## config.mk

```make
export PLATFORM = sky130hd
export DESIGN_NAME = bfra_cell
export DESIGN_NICKNAME = d
export VERILOG_FILES = /design/src/hw/rtl/bfra_pkg.sv /design/src/hw/rtl/bfra_cell.sv
export SDC_FILE = /design/constraint.sdc
export NUM_CORES = 1
export LEC_CHECK = 0
export BUFFER_PORTS_ARGS = -buffer_cell sky130_fd_sc_hd__buf_2
export CAP_MARGIN = 40
export CORE_AREA = 2 2 88 90
export DETAILED_ROUTE_END_ITERATION = 16
export DIE_AREA = 0 0 90 92
export GPL_TIMING_DRIVEN = 0
export PLACE_DENSITY = 0.84
export SLEW_MARGIN = 0
export SYNTH_ARGS = -nofsm -noshare
export SYNTH_HDL_FRONTEND = slang
export SYNTH_SLANG_ARGS = --single-unit
```

## constraint.sdc

```tcl
create_clock -name clk -period 6.15 [get_ports clk]
set_input_delay 1.23 -clock clk [delete_from_list [all_inputs] [get_ports clk]]
set_output_delay 1.23 -clock clk [all_outputs]
set_load 0.02 [all_outputs]
```

## src/hw/rtl/bfra_pkg.sv

```systemverilog
// ----------------------------------------------------------------------------
// bfra_pkg
// Shared codes, widths and cell control types for the best-fit allocator.
// ----------------------------------------------------------------------------
package bfra_pkg;

	localparam int ID_W   = 16;
	localparam int SIZE_W = 16;
	localparam int TIME_W = 24;
	localparam int CFG_W  = 16;
	localparam int STS_W  = 3;
	localparam int OUT_W  = 16;

	localparam logic [CFG_W-1:0] CFG_RESET = 16'hFFFF;

	typedef enum logic [1:0] {
		CMD_ALLOC   = 2'd0,
		CMD_FREE    = 2'd1,
		CMD_TICK    = 2'd2,
		CMD_COMPACT = 2'd3
	} cmd_t;

	typedef enum logic [STS_W-1:0] {
		STS_OK      = 3'd0,
		STS_DUP     = 3'd1,
		STS_NOFIT   = 3'd2,
		STS_UNKNOWN = 3'd3,
		STS_FULL    = 3'd4
	} status_t;

	typedef enum logic [2:0] {
		CELL_HOLD,
		CELL_SHIFT,
		CELL_LOAD,
		CELL_SORT,
		CELL_CLEAR
	} cell_mode_t;

	typedef struct packed {
		cell_mode_t mode;
		logic       phase;
	} cell_ctrl_t;

	typedef enum logic [2:0] {
		FSM_IDLE,
		FSM_SCAN,
		FSM_DECIDE,
		FSM_LOAD,
		FSM_SORT,
		FSM_REPLY
	} fsm_t;

endpackage

```

## src/hw/rtl/bfra_cell.sv

```systemverilog
// ----------------------------------------------------------------------------
// bfra_cell
// One slot of the task chain: shifts towards the head, or takes part in an
// odd-even exchange with a neighbour to keep slots ordered by base address.
// ----------------------------------------------------------------------------
module bfra_cell import bfra_pkg::*; #(
	parameter int ADDR_BITS = 16,
	parameter int IDX       = 0,
	parameter int CELLS     = 2,
	localparam int EntryW   = 1 + ID_W + 2 * ADDR_BITS + TIME_W
) (
	input  logic              clk,
	input  logic              arst_n,
	input  cell_ctrl_t        ctrl,
	input  logic [EntryW-1:0] left,
	input  logic [EntryW-1:0] right,
	output logic [EntryW-1:0] value
);

	localparam bit IsFirst = (IDX == 0);
	localparam bit IsLast  = (IDX == CELLS - 1);
	localparam bit Parity  = (IDX % 2) == 1;

	typedef struct packed {
		logic                 valid;
		logic [ID_W-1:0]      owner;
		logic [ADDR_BITS-1:0] base;
		logic [ADDR_BITS-1:0] length;
		logic [TIME_W-1:0]    remaining;
	} entry_t;

	logic              valid_q;
	logic [EntryW-2:0] data_q;
	entry_t            cur, lt, rt, nxt;

	// empty slots sort after every live one; their base is never looked at
	function automatic logic [ADDR_BITS:0] sort_key(input entry_t e);
		sort_key = e.valid ? {1'b0, e.base} : {1'b1, {ADDR_BITS{1'b0}}};
	endfunction

	assign cur   = entry_t'({valid_q, data_q});
	assign lt    = entry_t'(left);
	assign rt    = entry_t'(right);
	assign value = cur;

	always_comb begin
		nxt = cur;
		unique case (ctrl.mode)
			CELL_SHIFT: nxt = rt;
			CELL_LOAD: begin
				if (IsLast) nxt = rt;
			end
			CELL_SORT: begin
				if ((ctrl.phase == Parity) && !IsLast) begin
					if (sort_key(rt) < sort_key(cur)) nxt = rt;
				end else if ((ctrl.phase != Parity) && !IsFirst) begin
					if (sort_key(cur) < sort_key(lt)) nxt = lt;
				end
			end
			CELL_CLEAR: nxt.valid = 1'b0;
			default: nxt = cur;
		endcase
	end

	always_ff @(posedge clk or negedge arst_n) begin
		if (!arst_n) begin
			valid_q <= 1'b0;
		end else begin
			valid_q <= nxt.valid;
		end
	end

	always_ff @(posedge clk) begin
		data_q <= nxt[EntryW-2:0];
	end

endmodule
```

==> results of run 1 <==
-- power breakdown --
group          internal (mW)  total (mW)  switching [mW]
sequential             0.576       0.583         0.00754
clock                  0.266       0.441           0.175
combinational         0.0606       0.154          0.0930
total                  0.902        1.18           0.276
-- registers in the layout, indices dropped and copies added (netlist names) --
| name | flops |
|---|---|
| valid_q | 1 |
| data_q | 72 |
-- logic make-up after synthesis --
group,after synthesis,share of synthesized area [%]
AOI/OAI and AO/OA,18,4.03
adders and majority gates,16,7.16
buffers and inverters,6,1.03
DFF,73,78.2
muxes,1,0.358
and+or+nand+nor,51,9.26
-- cell type report --
class / count / share of cell area, %
plain buffers: 4 / 0.540
clock buffers: 9 / 3.14
clock inverters: 5 / 2.70
multi-input cells: 86 / 15.0
repair buffers: 152 / 19.7
inverters: 2 / 0.191
well taps: 102 / 3.24
flip-flops and latches: 73 / 55.5
-- cell usage after synthesis --
cell type / instances / area share, %
edfxtp_1: 72 / 77
nand3b_1: 1 / 0.27
ha_1: 16 / 7.2
a211oi_1: 3 / 0.80
mux2i_1: 1 / 0.36
nand4_1: 3 / 0.67
dfrtp_1: 1 / 0.89
a21oi_1: 5 / 0.89
nand2_1: 21 / 2.8
a211oi_2: 1 / 0.45
and2_2: 4 / 1.1
a21o_1: 1 / 0.27
and2_1: 11 / 2.5
o21ai_1: 2 / 0.36
o21ai_2: 1 / 0.31
nor2_1: 5 / 0.67
nor3_1: 2 / 0.36
o21ai_0: 4 / 0.72
nand3_1: 2 / 0.36
nand2b_1: 1 / 0.22
clkbuf_1: 1 / 0.13
nor3_2: 1 / 0.36
buf_2: 2 / 0.36
inv_1: 2 / 0.27
buf_4: 1 / 0.27
a31oi_1: 1 / 0.22
-- stage by stage --
step | power, mW | setup WS (ns) | std cells | hold slack (ns) | util (%)
5_1_grt | 1.22 | 2.49 | 433 | 0.620 | 52.9
6_report | 1.18 | 2.69 | 433 | 0.642 | 52.9
4_1_cts | 1.19 | 2.67 | 433 | 0.623 | 52.9
3_5_place_dp | 0.750 | 2.32 | 419 | 0.979 | 49.8
2_1_floorplan | 0.685 | 1.68 | 165 | 0.856 | -
3_3_place_gp | 0.744 | 0.884 | 418 | 0.954 | 49.4
-- placed cells by master, fill, tap and decap left out, types with 3 or more instances in the layout --
| cell | n |
|---|---|
| a211oi_1 | 3 |
| bufinv_16 | 3 |
| clkbuf_8 | 9 |
| ha_1 | 16 |
| nand4_1 | 3 |
| o21ai_0 | 4 |
| and2_2 | 4 |
| a21oi_1 | 5 |
| edfxtp_1 | 72 |
| and2_1 | 11 |
| buf_2 | 153 |
| nor2_1 | 5 |
| nand2_1 | 20 |
-- final timing paths --
kind,endpoint
setup reg to reg,data_q[34]
hold reg to reg,valid_q
setup / recovery,data_q[34]
max in group asynchronous,valid_q
hold / removal,valid_q
min in group clk,valid_q
-- layer usage --
layer,GRT usage (%),share of wire (%),vias to the layer above
met5,0,0,-
met3,7.97,12,6
met2,24.4,43,119
li1,-,-,942
met1,19.6,43,930
met4,6.15,1.3,0
==> results.yml, run 1 <==
global_route:
  grt_pass1_wl_um: 10100
  grt_overflow: 0
  track_usage_pct: 16.0
  grt_pass1_vias: 2121
  grt_antenna_before_repair: 0
  grt_max_degree: 43
sta:
  fin_worst_skew_ns: 0.0174
  maxSlewViolCount: 0
  hold_viol_final: 0
  rsz0062_at_grt: "no"
  period_share_pct: 56.3
  tightest_slew_ns: 0.457
  min_period_ns: 3.46
  finalSetupViolCount: 0
  tns_ns: 0
  fmax_mhz: 289
  slew_headroom_pct: 69.6
clock_tree:
  htreeDepth: 3
  cts_resized: 0
  clockBufferDepth: 2
  cts_made_buffers: 9
  clkTransAtPathRegs_ns: 0.09
  cts_setup_buffers: 0
  clock-root-buffer: "clkbuf_8"
  cts_tree: "yes"
  clock-sinks: 73
  hold_buffers: 0
  clk-insertion-delay-late_ns: 0.34
critical_path:
  crit_type: "in2reg"
  startpoint_type: "primary input"
  required_ns: 6.17
  cp_top_family: "simple AND/OR/NAND/NOR gates"
  r2r_cells: 11
  cp.depth: 11
  startpoint: "right[72]"
  cp_max_fo: 42
  cpMostUsedCell: "buf_2"
  cp-end-kind: "flip-flop"
  crit_buf_inv: 3
  max_stage_delay_ns: 0.33
  crit_arrival_ns: 3.48
  timing.rr.start: "valid_q"
  rrSetupSlack_ns: 2.96
  slowest_stage: "nand2_4"
  path_cells: "buf_2, buf_2, and2_1, ha_1, a211oi_1, nor2_1, nor3_1, o21ai_2, a21o_1, nand2_4, buf_12"
cells_and_area:
  fillers: 659
  fin_area_mm2: 0.00394
  drive_gt1_share_pct: 53.5
  synthToLayoutAreaGrowth_pct: 40.8
  nets: 496
  regArea_mm2: 0.00219
  n_antenna_cell: 0
  multi_input_area_um2: 589
synthesis:
  ys_types: 26
  syn_area_mm2: 0.00280
  syn_inst: 165
  avgSynthCellArea_um2: 17.0
  synth.net_count: 333
  ys_seq_area_share_pct: 78.2
  yosysWarningCount: 0
  synth-seq-cells: 73
power_and_ir_drop:
  p_leak_nw: 1.67
  ir_worst_vdd_mv: 0.234
  powerDensity_mw_per_mm2: 299
placement:
  io_buffers: 151
  gp_congestion: 0.781
  dp_hpwl_um: 5000
  placed_area_mm2: 0.00371
routing:
  first_pass_iters: 4
  wl_um: 6430
  drt_iter0_drc: 24
  vias: 1997
  via_per_inst: 4.61
  postRouteAntennaNets: 0
  routedWlPerCell_um: 14.8
  drc: 0
floorplanning:
  pin_count: 225
  die_h_um: 92
  dieArea_mm2: 0.00828
  initial_core_util_pct: 37.6
  core_area_mm2: 0.00745
  rows: 32
  dieWidth_um: 90
worst_hold_path:
  hold_class: "in2async"
status:
  outcome: "completed"
flow_run:
  drv_cap: 0
Note: power is estimated with default switching activity, not from simulation.
==> run 2: changes to the inputs <==
--- a/config.mk
+++ b/config.mk
@@ -7,11 +7,10 @@
 export LEC_CHECK = 0
 export BUFFER_PORTS_ARGS = -buffer_cell sky130_fd_sc_hd__buf_2
 export CAP_MARGIN = 40
-export CORE_AREA = 2 2 88 90
+export CORE_UTILIZATION = 39
 export DETAILED_ROUTE_END_ITERATION = 16
-export DIE_AREA = 0 0 90 92
 export GPL_TIMING_DRIVEN = 0
-export PLACE_DENSITY = 0.84
+export PLACE_DENSITY = 0.85
 export SLEW_MARGIN = 0
 export SYNTH_ARGS = -nofsm -noshare
 export SYNTH_HDL_FRONTEND = slang
==> constraint.sdc (replaced) <==
create_clock -name clk -period 3.6 [get_ports clk]
set_input_delay 0.72 -clock clk [delete_from_list [all_inputs] [get_ports clk]]
set_output_delay 0.72 -clock clk [all_outputs]
set_load 0.02 [all_outputs]
==> run 2 against run 1 <==
Effect of this change: count of clock-buffer cells in the layout unchanged; largest cell class unchanged; critical endpoint is now data_q[39]; worst setup slack worse by 2.3 ns; combinational power up 77%; non-clock buffer count unchanged.
==> results.yml, run 2 (synthesized netlist as in run 1, its figures left out) <==
cells_and_area:
  final_common_cell: "buf_2"
  mostFrequentLayoutCells: "153 x buf_2, 72 x edfxtp_1, 20 x nand2_1"
  regMostFlops: "data_q"
  top_regs: "data_q x72, valid_q x1"
  nets: 496
  drive_gt1_share_pct: 53.0
  layout.cells.non_filler: 429
  largest_register_ffs: 72
  synthToLayoutAreaGrowth_pct: 39.8
floorplanning:
  die_h_um: 86.7
  dieWidth_um: 86.7
  initial_core_util_pct: 40.7
  pin_count: 225
  rows: 30
  core_area_mm2: 0.00687
  dieArea_mm2: 0.00752
routing:
  postRouteAntennaNets: 0
  drt_iter0_drc: 59
  drc: 0
  vias: 2000
  via_per_inst: 4.66
  wl_um: 7210
  first_pass_iters: 4
  routedWlPerCell_um: 16.8
global_route:
  grt_max_degree: 41
  grt_overflow: 0
  grt_pass1_vias: 2083
  track_usage_pct: 19.6
  grt_pass1_wl_um: 10400
  grt_antenna_before_repair: 0
flow_run:
  drv_cap: 0
clock_tree:
  clock-root-buffer: "clkbuf_8"
  cts_tree: "yes"
  clock-sinks: 73
  cts_resized: 0
  cts_setup_buffers: 0
  htreeDepth: 3
  clkTransAtPathRegs_ns: 0.08
  hold_buffers: 0
  cts_made_buffers: 9
  clockBufferDepth: 2
  clk-insertion-delay-late_ns: 0.34
critical_path:
  r2r_cells: 11
  timing.rr.start: "valid_q"
  rrSetupSlack_ns: 0.34
  startpoint: "valid_q"
  worstReg2RegEnd: "data_q[39]"
  cp-end-kind: "flip-flop"
  crit_type: "reg2reg"
  crit_end: "data_q[39]"
  crit_arrival_ns: 3.28
  cp_max_fo: 40
  startpoint_type: "flip-flop"
  required_ns: 3.63
sta:
  maxSlewViolCount: 0
  fin_worst_skew_ns: 0.0113
  tightest_slew_ns: 0.458
  min_period_ns: 3.26
  rsz0062_at_grt: "no"
  slew_headroom_pct: 69.5
  finalSetupViolCount: 0
  period_share_pct: 90.5
  hold_viol_final: 0
  fmax_mhz: 307
  tns_ns: 0
placement:
  place_inst: 413
  dp_hpwl_um: 5690
  io_buffers: 151
  gp_congestion: 0.795
power_and_ir_drop:
  p_leak_nw: 1.66
  powerDensity_mw_per_mm2: 498
  ir_worst_vdd_mv: 0.302
status:
  outcome: "completed"
worst_hold_path:
  hold_class: "in2async"
-- run 2: cell count changes in the layout (fill, tap and decap cells not counted), sizes merged --
cell | before | now
clkinv | 1 | 3
bufinv | 3 | 2
diode | 0 | 1
-- run 2: area by class of cell --
class	instances	area, um^2
Tap cell	96	120
Antenna cell	1	2.50
Buffer	4	21.3
Multi-Input combinational cell	86	589
Clock buffer	9	124
Inverter	2	7.51
Timing Repair Buffer	152	776
Clock inverter	6	83.8
Sequential cell	73	2190
Fill cell	569	2960
-- run 2: worst max-delay path: stages, from the launching register on --
cell and delay, ns:
dfrtp_1 0.38, buf_2 0.21, clkbuf_1 0.39, nand2_1 0.10, ha_1 0.31, a211oi_1 0.23, nor2_1 0.08, nor3_1 0.24
o21ai_2 0.11, a21o_1 0.21, nand2_4 0.35, buf_12 0.29
-- run 2: worst min path at each step --
stage	startpoint	to	slack (ns)
6_report	arst_n	valid_q	0.13
5_1_grt	arst_n	valid_q	0.11
4_1_cts	arst_n	valid_q	0.12
3_5_place_dp	arst_n	valid_q	0.50
3_3_place_gp	arst_n	valid_q	0.50
2_1_floorplan	arst_n	valid_q	0.42
-- run 2: metal layers --
metal  vias up  share of wire (%)  track usage, %
met5         -                  0               0
met2       120                 43            29.4
met1       926                 46            26.3
met4         0                1.2            7.73
met3         9                 10            6.67
li1        945                  -               -
-- run 2: per-stage QoR --
step | power, mW | setup WS [ns] | cell area [um^2] | util (%) | hold WS [ns]
2_1_floorplan | 1.17 | 0.323 | 2800 | - | 0.424
3_3_place_gp | 1.27 | -0.305 | 3680 | 53.5 | 0.496
3_5_place_dp | 1.29 | 0.198 | 3700 | 53.9 | 0.496
4_1_cts | 1.96 | 0.295 | 3910 | 56.9 | 0.116
5_1_grt | 2.02 | 0.0820 | 3910 | 56.9 | 0.114
6_report | 1.95 | 0.343 | 3910 | 56.9 | 0.132
-- run 2: where the power goes --
| group | internal, mW | switching, mW |
|---|---|---|
| logic | 0.105 | 0.167 |
| clock network | 0.383 | 0.296 |
| registers | 0.984 | 0.0132 |
| total | 1.47 | 0.477 |
